File: src/rtl/rvbc_pkg.sv
// Package with the shared types and constants of the raw video to BGRA converter.
package rvbc_pkg;

  // Source pixel formats.
  localparam logic [1:0] FMT_RGB24  = 2'd0;
  localparam logic [1:0] FMT_RGB32  = 2'd1;
  localparam logic [1:0] FMT_ARGB32 = 2'd2;
  localparam logic [1:0] FMT_YUY2   = 2'd3;

  // Configuration register indexes.
  localparam int unsigned CFG_IDX_W = 2;
  localparam logic [CFG_IDX_W-1:0] CFG_PIXEL_FORMAT = 2'd0;
  localparam logic [CFG_IDX_W-1:0] CFG_FRAME_WIDTH  = 2'd1;
  localparam logic [CFG_IDX_W-1:0] CFG_FRAME_HEIGHT = 2'd2;
  localparam logic [CFG_IDX_W-1:0] CFG_ROW_STRIDE   = 2'd3;
  localparam int unsigned CFG_DATA_W = 14;

  // Reset values of the registers.
  localparam logic [11:0] RST_FRAME_WIDTH  = 12'd640;
  localparam logic [11:0] RST_FRAME_HEIGHT = 12'd480;
  localparam logic [13:0] RST_ROW_STRIDE   = 14'd1920;

  // Integer BT.601 coefficients and offsets.
  localparam logic signed [19:0] K_Y     = 20'sd298;
  localparam logic signed [19:0] K_U_B   = 20'sd516;
  localparam logic signed [19:0] K_U_G   = 20'sd100;
  localparam logic signed [19:0] K_V_G   = 20'sd208;
  localparam logic signed [19:0] K_V_R   = 20'sd409;
  localparam logic signed [19:0] K_ROUND = 20'sd128;
  localparam logic signed [9:0]  OFS_Y   = 10'sd16;
  localparam logic signed [9:0]  OFS_UV  = 10'sd128;
  localparam logic [7:0]         OPAQUE  = 8'hFF;

  localparam int unsigned COORD_W = 11;

  // A pixel after position tracking, before color conversion. For RGB sources
  // p0..p2 are blue, green, red; for YUY2 they are Y, U and V.
  typedef struct packed {
    logic               is_yuv;
    logic [7:0]         p0;
    logic [7:0]         p1;
    logic [7:0]         p2;
    logic [7:0]         alpha;
    logic [COORD_W-1:0] col;
    logic [COORD_W-1:0] row;
    logic               frame_end;
    logic               last;
  } pix_t;

  // A finished result item.
  typedef struct packed {
    logic [7:0]         blue;
    logic [7:0]         green;
    logic [7:0]         red;
    logic [7:0]         alpha;
    logic [COORD_W-1:0] col;
    logic [COORD_W-1:0] row;
    logic               frame_end;
    logic               last;
  } res_t;

endpackage

File: src/rtl/raw_video_to_bgra_converter.sv
// Raw video byte stream to BGRA pixel converter, top level.
//
//   Channel  Direction  Handshake              Payload
//   in_      input      in_valid / in_stall    in_data_byte, in_frame_start
//   out_     output     out_valid / out_stall  out_blue .. out_alpha, out_column,
//                                              out_texture_row, out_frame_end, out_last
//   cfg_     input      cfg_valid / cfg_ready  cfg_index, cfg_data
//
// One byte item is taken per cycle while in_stall is low. The first stage tracks
// its position and registers it; the second does the YUV to RGB arithmetic as it
// is written to the four-entry result queue, which sets the rate: input stalls
// only while the queue plus the items in flight could not take two more results.
// Synchronous reset restores the register defaults and clears pipeline and queue.
module raw_video_to_bgra_converter
  import rvbc_pkg::*;
#(
  parameter int unsigned MAX_WIDTH  = 2048,
  parameter int unsigned MAX_HEIGHT = 2048,
  parameter int unsigned MAX_STRIDE = 8192
) (
  input  logic                  clk,
  input  logic                  rst_n,
  // Byte input.
  input  logic                  in_valid,
  output logic                  in_stall,
  input  logic [7:0]            in_data_byte,
  input  logic                  in_frame_start,
  // Pixel output.
  output logic                  out_valid,
  input  logic                  out_stall,
  output logic [7:0]            out_blue,
  output logic [7:0]            out_green,
  output logic [7:0]            out_red,
  output logic [7:0]            out_alpha,
  output logic [COORD_W-1:0]    out_column,
  output logic [COORD_W-1:0]    out_texture_row,
  output logic                  out_frame_end,
  output logic                  out_last,
  // Configuration writes.
  input  logic                  cfg_valid,
  output logic                  cfg_ready,
  input  logic [CFG_IDX_W-1:0]  cfg_index,
  input  logic [CFG_DATA_W-1:0] cfg_data
);

  // Column, row and stride counter widths follow the maxima. The row byte
  // counter covers the longest possible row, which is the larger of four bytes
  // per pixel at the widest frame and the widest stride.
  localparam int unsigned CW     = $clog2(MAX_WIDTH + 1);
  localparam int unsigned RW     = $clog2(MAX_HEIGHT + 1);
  localparam int unsigned SW     = $clog2(MAX_STRIDE + 1);
  localparam int unsigned RE_MAX = (4 * MAX_WIDTH > MAX_STRIDE) ? 4 * MAX_WIDTH : MAX_STRIDE;
  localparam int unsigned BW     = $clog2(RE_MAX);
  localparam int unsigned EW     = BW + 1;
  localparam int unsigned PW     = RW + 2;

  // Configuration registers.
  logic [1:0]  pixel_format_r;
  logic [11:0] frame_width_r;
  logic [11:0] frame_height_r;
  logic [13:0] row_stride_r;

  // Position state.
  logic [1:0]    group_phase_r, group_phase_nxt;
  logic [23:0]   held_bytes_r, held_bytes_nxt;
  logic [CW-1:0] pixel_column_r, pixel_column_nxt;
  logic [RW-1:0] source_row_r, source_row_nxt;
  logic [BW-1:0] row_byte_pos_r, row_byte_pos_nxt;

  // First pipeline stage: up to two tracked pixels.
  logic [1:0] s1_n_r, s1_n_nxt;
  pix_t       s1_pix_r [2];
  pix_t       s1_pix_nxt [2];

  // Result queue.
  res_t       fifo_mem_r [4];
  logic [1:0] wr_ptr_r;
  logic [1:0] rd_ptr_r;
  logic [2:0] cnt_r;

  logic in_acc;
  logic out_acc;

  assign cfg_ready = 1'b1;

  always_ff @(posedge clk) begin
    if (!rst_n) begin
      pixel_format_r <= FMT_RGB24;
      frame_width_r  <= RST_FRAME_WIDTH;
      frame_height_r <= RST_FRAME_HEIGHT;
      row_stride_r   <= RST_ROW_STRIDE;
    end else if (cfg_valid) begin
      case (cfg_index)
        CFG_PIXEL_FORMAT: pixel_format_r <= cfg_data[1:0];
        CFG_FRAME_WIDTH:  frame_width_r  <= cfg_data[11:0];
        CFG_FRAME_HEIGHT: frame_height_r <= cfg_data[11:0];
        CFG_ROW_STRIDE:   row_stride_r   <= cfg_data[13:0];
        default: ;
      endcase
    end
  end

  // The queue may receive two results from the first stage while the ones
  // already in flight land, so intake stops once that could overflow.
  assign in_stall = ({1'b0, cnt_r} + {2'b00, s1_n_r}) > 4'd2;
  assign in_acc   = in_valid && !in_stall;

  // Effective register values: zero acts as one, anything beyond the maximum
  // acts as the maximum.
  logic [CW-1:0] w_lim;
  logic [RW-1:0] h_lim;
  logic [SW-1:0] s_lim;

  always_comb begin
    if (frame_width_r == 12'd0) begin
      w_lim = CW'(1);
    end else if (32'(frame_width_r) > MAX_WIDTH) begin
      w_lim = CW'(MAX_WIDTH);
    end else begin
      w_lim = CW'(frame_width_r);
    end
    if (frame_height_r == 12'd0) begin
      h_lim = RW'(1);
    end else if (32'(frame_height_r) > MAX_HEIGHT) begin
      h_lim = RW'(MAX_HEIGHT);
    end else begin
      h_lim = RW'(frame_height_r);
    end
    if (row_stride_r == 14'd0) begin
      s_lim = SW'(1);
    end else if (32'(row_stride_r) > MAX_STRIDE) begin
      s_lim = SW'(MAX_STRIDE);
    end else begin
      s_lim = SW'(row_stride_r);
    end
  end

  // Steps a column by one pixel; the top bit tells that the row wrapped.
  function automatic logic [CW:0] adv_col(input logic [CW-1:0] c, input logic [CW-1:0] wl);
    logic [CW:0] r;
    if ((CW + 1)'(c) + (CW + 1)'(1) >= (CW + 1)'(wl)) begin
      r = {1'b1, {CW{1'b0}}};
    end else begin
      r = {1'b0, c + CW'(1)};
    end
    return r;
  endfunction

  // Position tracking and pixel assembly for the accepted byte.
  always_comb begin
    logic [1:0]    ph;
    logic [23:0]   hb;
    logic [CW-1:0] pc;
    logic [RW-1:0] sr;
    logic [BW-1:0] rbp;
    logic [CW:0]   a2, a3, a4;
    logic [PW-1:0] r1, r2, r3, r4;
    logic [CW-1:0] c1;
    logic [1:0]    bpp_m1;
    logic          bpp3;
    logic [EW-1:0] wb, row_end;
    logic [31:0]   trow, tcol;

    a2 = '0;
    a3 = '0;
    a4 = '0;
    r1 = '0;
    r2 = '0;
    r3 = '0;
    r4 = '0;
    c1 = '0;
    bpp_m1 = '0;
    bpp3 = 1'b0;
    wb = '0;
    row_end = '0;
    trow = '0;
    tcol = '0;

    // A frame start clears the position before this byte is used.
    if (in_frame_start) begin
      ph  = '0;
      hb  = '0;
      pc  = '0;
      sr  = '0;
      rbp = '0;
    end else begin
      ph  = group_phase_r;
      hb  = held_bytes_r;
      pc  = pixel_column_r;
      sr  = source_row_r;
      rbp = row_byte_pos_r;
    end

    group_phase_nxt  = ph;
    held_bytes_nxt   = hb;
    pixel_column_nxt = pc;
    source_row_nxt   = sr;
    row_byte_pos_nxt = rbp;
    s1_n_nxt         = 2'd0;
    s1_pix_nxt[0]    = '0;
    s1_pix_nxt[1]    = '0;

    if (pixel_format_r == FMT_YUY2) begin
      if (ph != 2'd3) begin
        case (ph)
          2'd0:    held_bytes_nxt[7:0]   = in_data_byte;
          2'd1:    held_bytes_nxt[15:8]  = in_data_byte;
          default: held_bytes_nxt[23:16] = in_data_byte;
        endcase
        group_phase_nxt = ph + 2'd1;
      end else begin
        group_phase_nxt = 2'd0;
        // A column left past a narrowed width wraps first; the row counter
        // saturates, which is past every reachable height.
        if (pc >= w_lim) begin
          pc = '0;
          if (sr != {RW{1'b1}}) begin
            sr = sr + RW'(1);
          end
        end
        c1 = pc;
        r1 = PW'(sr);
        a2 = adv_col(c1, w_lim);
        r2 = r1 + PW'(a2[CW]);
        a3 = adv_col(a2[CW-1:0], w_lim);
        r3 = r2 + PW'(a3[CW]);
        a4 = adv_col(a3[CW-1:0], w_lim);
        r4 = r3 + PW'(a4[CW]);
        pixel_column_nxt = pc;
        source_row_nxt   = sr;
        // The pair is sent only when both pixels lie inside the frame.
        if (r2 < PW'(h_lim)) begin
          s1_n_nxt = 2'd2;
          tcol = 32'(c1);
          trow = 32'(r1);
          s1_pix_nxt[0].is_yuv    = 1'b1;
          s1_pix_nxt[0].p0        = hb[7:0];
          s1_pix_nxt[0].p1        = hb[15:8];
          s1_pix_nxt[0].p2        = in_data_byte;
          s1_pix_nxt[0].alpha     = OPAQUE;
          s1_pix_nxt[0].col       = tcol[COORD_W-1:0];
          s1_pix_nxt[0].row       = trow[COORD_W-1:0];
          s1_pix_nxt[0].frame_end = 1'b0;
          s1_pix_nxt[0].last      = 1'b0;
          tcol = 32'(a2[CW-1:0]);
          trow = 32'(r2);
          s1_pix_nxt[1].is_yuv    = 1'b1;
          s1_pix_nxt[1].p0        = hb[23:16];
          s1_pix_nxt[1].p1        = hb[15:8];
          s1_pix_nxt[1].p2        = in_data_byte;
          s1_pix_nxt[1].alpha     = OPAQUE;
          s1_pix_nxt[1].col       = tcol[COORD_W-1:0];
          s1_pix_nxt[1].row       = trow[COORD_W-1:0];
          s1_pix_nxt[1].frame_end = (r4 >= PW'(h_lim));
          s1_pix_nxt[1].last      = 1'b1;
          pixel_column_nxt = a3[CW-1:0];
          source_row_nxt   = r3[RW-1:0];
        end
      end
    end else if (sr < h_lim) begin
      bpp3    = (pixel_format_r == FMT_RGB24);
      bpp_m1  = bpp3 ? 2'd2 : 2'd3;
      wb      = bpp3 ? (EW'(w_lim) << 1) + EW'(w_lim) : EW'(w_lim) << 2;
      row_end = (wb > EW'(s_lim)) ? wb : EW'(s_lim);
      if (pc < w_lim) begin
        if (ph >= bpp_m1) begin
          s1_n_nxt = 2'd1;
          tcol = 32'(pc);
          trow = 32'(h_lim - RW'(1) - sr);
          s1_pix_nxt[0].is_yuv    = 1'b0;
          s1_pix_nxt[0].p0        = hb[7:0];
          s1_pix_nxt[0].p1        = hb[15:8];
          s1_pix_nxt[0].p2        = bpp3 ? in_data_byte : hb[23:16];
          s1_pix_nxt[0].alpha     = (pixel_format_r == FMT_ARGB32) ? in_data_byte : OPAQUE;
          s1_pix_nxt[0].col       = tcol[COORD_W-1:0];
          s1_pix_nxt[0].row       = trow[COORD_W-1:0];
          s1_pix_nxt[0].frame_end = ((CW + 1)'(pc) + (CW + 1)'(1) == (CW + 1)'(w_lim)) &&
                                    ((RW + 1)'(sr) + (RW + 1)'(1) == (RW + 1)'(h_lim));
          s1_pix_nxt[0].last      = 1'b1;
          pixel_column_nxt = pc + CW'(1);
          group_phase_nxt  = 2'd0;
        end else begin
          case (ph)
            2'd0:    held_bytes_nxt[7:0]   = in_data_byte;
            2'd1:    held_bytes_nxt[15:8]  = in_data_byte;
            default: held_bytes_nxt[23:16] = in_data_byte;
          endcase
          group_phase_nxt = ph + 2'd1;
        end
      end
      // The row ends after the later of the stride and its last pixel byte.
      if (EW'(rbp) + EW'(1) >= row_end) begin
        row_byte_pos_nxt = '0;
        pixel_column_nxt = '0;
        group_phase_nxt  = 2'd0;
        source_row_nxt   = sr + RW'(1);
      end else begin
        row_byte_pos_nxt = rbp + BW'(1);
      end
    end
  end

  always_ff @(posedge clk) begin
    if (!rst_n) begin
      group_phase_r  <= '0;
      held_bytes_r   <= '0;
      pixel_column_r <= '0;
      source_row_r   <= '0;
      row_byte_pos_r <= '0;
      s1_n_r         <= '0;
    end else begin
      if (in_acc) begin
        group_phase_r  <= group_phase_nxt;
        held_bytes_r   <= held_bytes_nxt;
        pixel_column_r <= pixel_column_nxt;
        source_row_r   <= source_row_nxt;
        row_byte_pos_r <= row_byte_pos_nxt;
      end
      s1_n_r <= in_acc ? s1_n_nxt : 2'd0;
    end
  end

  always_ff @(posedge clk) begin
    if (in_acc) begin
      s1_pix_r[0] <= s1_pix_nxt[0];
      s1_pix_r[1] <= s1_pix_nxt[1];
    end
  end

  // Scales down a rounded color sum and clamps it to a byte.
  function automatic logic [7:0] clamp8(input logic signed [19:0] s);
    logic [7:0] r;
    if (s < 0) begin
      r = 8'd0;
    end else if (s[19:16] != 4'd0) begin
      r = 8'hFF;
    end else begin
      r = s[15:8];
    end
    return r;
  endfunction

  // Second stage: BT.601 conversion for YUY2 pixels, pass-through for RGB.
  function automatic res_t convert(input pix_t p);
    res_t              r;
    logic signed [9:0]  c, d, e;
    logic signed [19:0] yc, sb, sg, sr;
    c  = $signed({2'b00, p.p0}) - OFS_Y;
    d  = $signed({2'b00, p.p1}) - OFS_UV;
    e  = $signed({2'b00, p.p2}) - OFS_UV;
    yc = K_Y * 20'(c);
    sb = yc + K_U_B * 20'(d) + K_ROUND;
    sg = yc - K_U_G * 20'(d) - K_V_G * 20'(e) + K_ROUND;
    sr = yc + K_V_R * 20'(e) + K_ROUND;
    if (p.is_yuv) begin
      r.blue  = clamp8(sb);
      r.green = clamp8(sg);
      r.red   = clamp8(sr);
    end else begin
      r.blue  = p.p0;
      r.green = p.p1;
      r.red   = p.p2;
    end
    r.alpha     = p.alpha;
    r.col       = p.col;
    r.row       = p.row;
    r.frame_end = p.frame_end;
    r.last      = p.last;
    return r;
  endfunction

  res_t conv0, conv1;
  assign conv0 = convert(s1_pix_r[0]);
  assign conv1 = convert(s1_pix_r[1]);

  assign out_valid = (cnt_r != 3'd0);
  assign out_acc   = out_valid && !out_stall;

  always_ff @(posedge clk) begin
    if (s1_n_r != 2'd0) begin
      fifo_mem_r[wr_ptr_r] <= conv0;
    end
    if (s1_n_r == 2'd2) begin
      fifo_mem_r[wr_ptr_r + 2'd1] <= conv1;
    end
  end

  always_ff @(posedge clk) begin
    if (!rst_n) begin
      wr_ptr_r <= '0;
      rd_ptr_r <= '0;
      cnt_r    <= '0;
    end else begin
      wr_ptr_r <= wr_ptr_r + s1_n_r;
      if (out_acc) begin
        rd_ptr_r <= rd_ptr_r + 2'd1;
      end
      cnt_r <= cnt_r + {1'b0, s1_n_r} - {2'b00, out_acc};
    end
  end

  res_t head;
  assign head            = fifo_mem_r[rd_ptr_r];
  assign out_blue        = head.blue;
  assign out_green       = head.green;
  assign out_red         = head.red;
  assign out_alpha       = head.alpha;
  assign out_column      = head.col;
  assign out_texture_row = head.row;
  assign out_frame_end   = head.frame_end;
  assign out_last        = head.last;

endmodule
File: config.mk
export PLATFORM = sky130hd
export DESIGN_NAME = raw_video_to_bgra_converter
export DESIGN_NICKNAME = d
export VERILOG_FILES = /design/src/rtl/rvbc_pkg.sv /design/src/rtl/raw_video_to_bgra_converter.sv
export SDC_FILE = /design/constraint.sdc
export NUM_CORES = 2
export LEC_CHECK = 0
export BUFFER_PORTS_ARGS = -buffer_cell sky130_fd_sc_hd__clkbuf_2
export CAP_MARGIN = 20
export CORE_ASPECT_RATIO = 1.4
export CORE_MARGIN = 8
export CORE_UTILIZATION = 48
export CTS_BUF_LIST = sky130_fd_sc_hd__clkbuf_16
export DETAILED_ROUTE_END_ITERATION = 7
export GPL_TIMING_DRIVEN = 0
export SLEW_MARGIN = 20
export SYNTH_ARGS = -nofsm -noshare
export SYNTH_HDL_FRONTEND = slang
export SYNTH_SLANG_ARGS = --single-unit
File: constraint.sdc
create_clock -name clk -period 21.2 [get_ports clk]
set_input_delay 3.18 -clock clk [delete_from_list [all_inputs] [get_ports clk]]
set_output_delay 3.18 -clock clk [all_outputs]
set_load 0.05 [all_outputs]
Word level (Yosys, flattened, before mapping)
Memory sizes are Yosys's and may differ from the RTL's. A register that Yosys moved wholly into a read port is not among the register bits.
Index checks and enable logic that the tools add are counted.

cells by class
  $mul = 10
  mux-type cells = 96
  add/sub/neg operators = 45
  $lt $le $gt $ge = 21
  shifts and indexed selects = 0
  equality and inequality tests = 11
  bitwise operators = 0
  reductions and logical operators = 25
  div/mod/pow operators = 0

operators by type and width
  kind                   count
  $mux 12                25
  $mux 114               2
  $mux 24                8
  $mux 13                13
  $mux 56                3
  $mux 8                 17
  $add 20x9->20 const B  6
  $lt 20x1->1 const B    6
  $mux 57                2
  $mul 9x9->18 const A   4
  $add 12x1->13 const B  5
  $add 12x1->12 const B  5
  $mux 14                4
  $add 19x19->20         2
  $add 19x20->20         2
  $sub 19x17->20         2
  $sub 20x18->20         2
  $ge 13x12->1           3
  $mul 10x9->19 const A  2
  $sub 8x8->9 const B    4
  $mul 6x9->15 const A   2
  $mul 5x9->14 const A   2
  $eq 13x12->1           2
  $gt 12x12->1 const B   2
  39 further kinds       83

storage, ports and cells
  bits in writable memories = 338
  input port bits = 30
  memories = 2
  bits in latches = 0
  memory bits (read-only) = 0
  register bits after elaboration = 112

memories
  memory      words  width  rd ports  clocked after Yosys merged registers in  wr ports  line                               source
  fifo_mem_r  4      56     1         1                                        2         raw_video_to_bgra_converter.sv:76  res_t fifo_mem_r [4];
  s1_pix_r    2      57     2         0                                        2         raw_video_to_bgra_converter.sv:72  pix_t s1_pix_r [2];

Logic depth before layout (Yosys ltp)
  depth in word-level cells = 27
  mapped depth = 76
  mapped depth without buffers = 68

Least setup slack after synthesis
Ideal clock, no wire load.

  path kind = input-to-reg
  from = input in_frame_start
  to = memory s1_pix_r[0][58] in the netlist's numbering (data pin)
  arrival time = 16425 ps
  library setup time = 265 ps
  stages = 75
  path buffers = 10
  path slack = 4509 ps
  data required time = 20935 ps
  path through = clkbuf_1 clkbuf_1 clkbuf_1 clkbuf_1 clkbuf_1 clkbuf_1 nor2b_1 ha_1 nand4_1 nor2_1 a22o_1 nor2_1 clkbuf_1 nand2_1 inv_1 ha_1 nand4_1 nand2b_1 [39 not listed] a21o_1 a211o_1 ha_1 ha_1 xnor2_1 xnor2_1 ha_1 a21o_1 a21o_1 a21o_1 a21o_1 a21o_1 a21o_1 a21o_1 a211oi_1 o21ai_0 a41oi_1 a21oi_1

RTL lines
  what                line                               source
  start: declaration  raw_video_to_bgra_converter.sv:27  input logic in_frame_start,
  end: declaration    raw_video_to_bgra_converter.sv:72

==> metrics <==
fill cell count 8149; global-route wire length before repair 205000 um; vias in the first global route 34382; WP data arrival 20.18 ns; post-CTS clock slew at the launch and capture registers of the worst setup and hold paths 0.07 ns; number of distinct library cells after synthesis 100; starting density of the core 48.4%; largest net degree at the start of global routing 47; initial antenna violation count 4; Clock Sink Count 442; final count of negative-setup-slack endpoints 0; Final Net Count 5467; number of warnings reported in the yosys synthesis log 0; post-synthesis mux area share 4.11%; Synth Area in Adders 25.6%; worst min-delay path category register to register; final worst clock skew 0.0288 ns; slew at the pin with the worst max-slew slack 1.19 ns; final hold slack 0.456 ns; Routability Congestion 0.997; vias per std cell 5.87; worst slew margin relative to its limit 19.5%; vias 34104; die height 363 um; path depth of the worst reg2reg path 70; number of post-CTS setup repair buffers 0; kind of capture point of the worst setup path register; post-route DRC violation count 0; number of standard cells after synthesis 4526; Total Routed Length 136000 um; HPWL reported at the end of detailed placement 109000 um; total routing usage reported by global routing 27.8%; parity-gate share of the synthesized area counting xor and xnor cells 5.63%; number of enable-type register cells in the synthesized netlist 328; Starting DRT DRC Count 2583; Ports 89; Final Hold Viols 0; simple-gate portion of the synthesized area 16.3%; fin. max-slew vios 0; stage delay of the slowest cell on the critical path 0.55 ns; kind of start point of the critical path primary input; Most common cell on crit path a21o_1; post-layout minimum cycle time 19.85 ns; Largest delay share family, worst path compound AO/OA/AOI/OAI gates; pre-CTS setup slack -0.0863 ns; post-synthesis compound-gate area fraction 13.2%; FF/Latch Area 12100 sq um; netlist area before placement 41400 sq um; Cell Rows 127; kind of critical path primary input to register; sequential fraction of the synthesis area 29.3%; global-route congestion overflow total 0; max-capacitance violation count 0; number of search-and-repair iterations in the first detailed-routing pass 6; area delta synth->final 8.83%; Avg WL per Cell 23.3 um; Gates resized, CTS repair 0; post-synth net total 5321; die area 96000 sq um; highest achievable clock rate 50.4 MHz; data required time at the worst endpoint 21.53 ns; fraction of registers with async set/reset 0%; final core utilization 52.7%; Num CTS Buffers 44; cell at the slowest stage of the critical path a2111oi_0; # H-tree levels 2; area used by multi-input combinational logic 26900 sq um; number of logic stages on the critical path including buffering 75; dominant synthesized flop cell edfxtp_1; die boundary width 264 um; share of the cycle needed by the critical path after routing 93.6%; placeable core region 85500 sq um; I/O Buffers 83; layout cell share with drive strength beyond 1 6.41%; root buffer cell clkbuf_16; antenna viol nets, final 0; outcome complete, no violations; Worst Setup Slack, final 1.35 ns; RSZ-0062 raised after global routing false; count of state elements after synthesis 442; Longest Clk Path Bufs 3; Mapped Avg Cell Area 9.15 sq um; main combinational cell family by area after synthesis adder cells; Critical Path Fanout Max 19; CTS tree done; insertion delay to the later sink of the worst-skew pair 0.60 ns; Critical path buffers and inverters 14; post-cts hold buffer count 0; Worst Hold Depth 2
## final timing paths
| kind | startpoint | to | slack [ns] |
|---|---|---|---|
| min | held_bytes_r[1] | held_bytes_r[1] | 0.46 |
| max | in_frame_start | s1_pix_r[0][58] | 1.35 |
| min reg2reg | held_bytes_r[1] | held_bytes_r[1] | 0.46 |
| max reg2reg | frame_width_r[11] | s1_pix_r[0][58] | 4.74 |
## Yosys cell counts, drive strengths merged (10+ instances only)
cell type	instances	area [sq um]
a2111oi	11	128
a211oi	17	128
a21o	86	646
a21oi	254	1270
a22o	14	123
a22oi	31	238
a31oi	32	200
and2	49	309
and3	18	113
buf	25	120
clkbuf	155	582
dfxtp	114	2280
edfxtp	328	9850
fa	138	2760
ha	627	7850
inv	454	1700
mux2	14	161
mux2i	28	280
mux4	56	1260
nand2	654	2460
nand2b	54	338
nand3	86	435
nand4	38	238
nor2	299	1120
nor2b	72	450
nor3	114	597
nor3b	10	75.1
nor4	32	200
o211ai	16	120
o21a	34	255
o21ai	153	766
o21bai	47	353
o22ai	44	282
o41ai	11	104
or2	10	62.6
or3	20	125
xnor2	184	1630
xor2	76	673
## worst reg2reg max path: cells and delay by family (launching register included)
family	cells	cell delay, ns
AO/OA/AOI/OAI	36	7.34
XOR/XNOR	3	0.50
adder cells (fa/ha/maj)	9	2.46
buffers and inverters	9	2.42
flip-flops	1	0.39
AND/OR/NAND/NOR	13	3.12
## cell type report
cell class / count / area share [%]
diodes: 4 / 0.0222
plain buffers: 179 / 1.57
clock buffers: 44 / 2.44
clock inverters: 38 / 0.764
inverters: 459 / 3.82
multi-input cells: 3445 / 59.7
flip-flops and latches: 442 / 26.9
well taps: 1096 / 3.04
repair buffers: 101 / 1.69
## registers in the layout (all words and copies together) (netlist names), named ones only
register	count
pixel_format_r	2
s1_n_r	2
wr_ptr_r	2
cnt_r	3
s1_pix_r	104
pixel_column_r	12
rd_ptr_r	2
frame_width_r	12
held_bytes_r	24
row_stride_r	14
source_row_r	12
frame_height_r	12
fifo_mem_r	224
group_phase_r	2
row_byte_pos_r	13
## stage by stage
stage,setup TNS [ns],area [sq um],instances
final,0,45000,5808
after global routing,0,45000,5805
after CTS,0,45000,5805
after detailed placement,-0.0863,43600,5723
after global placement,-0.173,43200,5705
after floorplan,0,41400,4526
## logic make-up after synthesis
kind of cell             count (synthesis)
other                                    1
XOR/XNOR                               261
multiplexers                            98
AO/OA/AOI/OAI                          843
buffers and inverters                  639
adder cells (fa/ha/maj)                765
flip-flops                             442
AND/OR/NAND/NOR                       1477
## cell usage in the layout, fill, tap and decap left out, drive strengths merged, types with 32 or more instances in the layout
cell type and instances:
o21ai 153, nand3 86, clkbuf 281, nand4 38, a21o 86, inv 469, a31oi 32, o21bai 47
xor2 76, nor3 114, dfxtp 114, edfxtp 328, nor4 32, fa 138, buf 43, nor2 299
and2 49, nand2b 54, o21a 34, ha 627, nor2b 72, o22ai 44, a21oi 254, mux4 56
nand2 654, xnor2 184
## routing by layer
| metal | routed length, um | global-route usage [%] | part of all wire [%] |
|---|---|---|---|
| met2 | 67900 | 50.2 | 50 |
| met3 | 6460 | 2.78 | 4.8 |
| met4 | 12100 | 21.5 | 9.0 |
| met5 | 0 | 0 | 0 |
| met1 | 49000 | 29.7 | 36 |
Power is left out: the tool's default activity adds up to more than one toggle a clock period on the data nets, which glitch-free logic cannot reach.
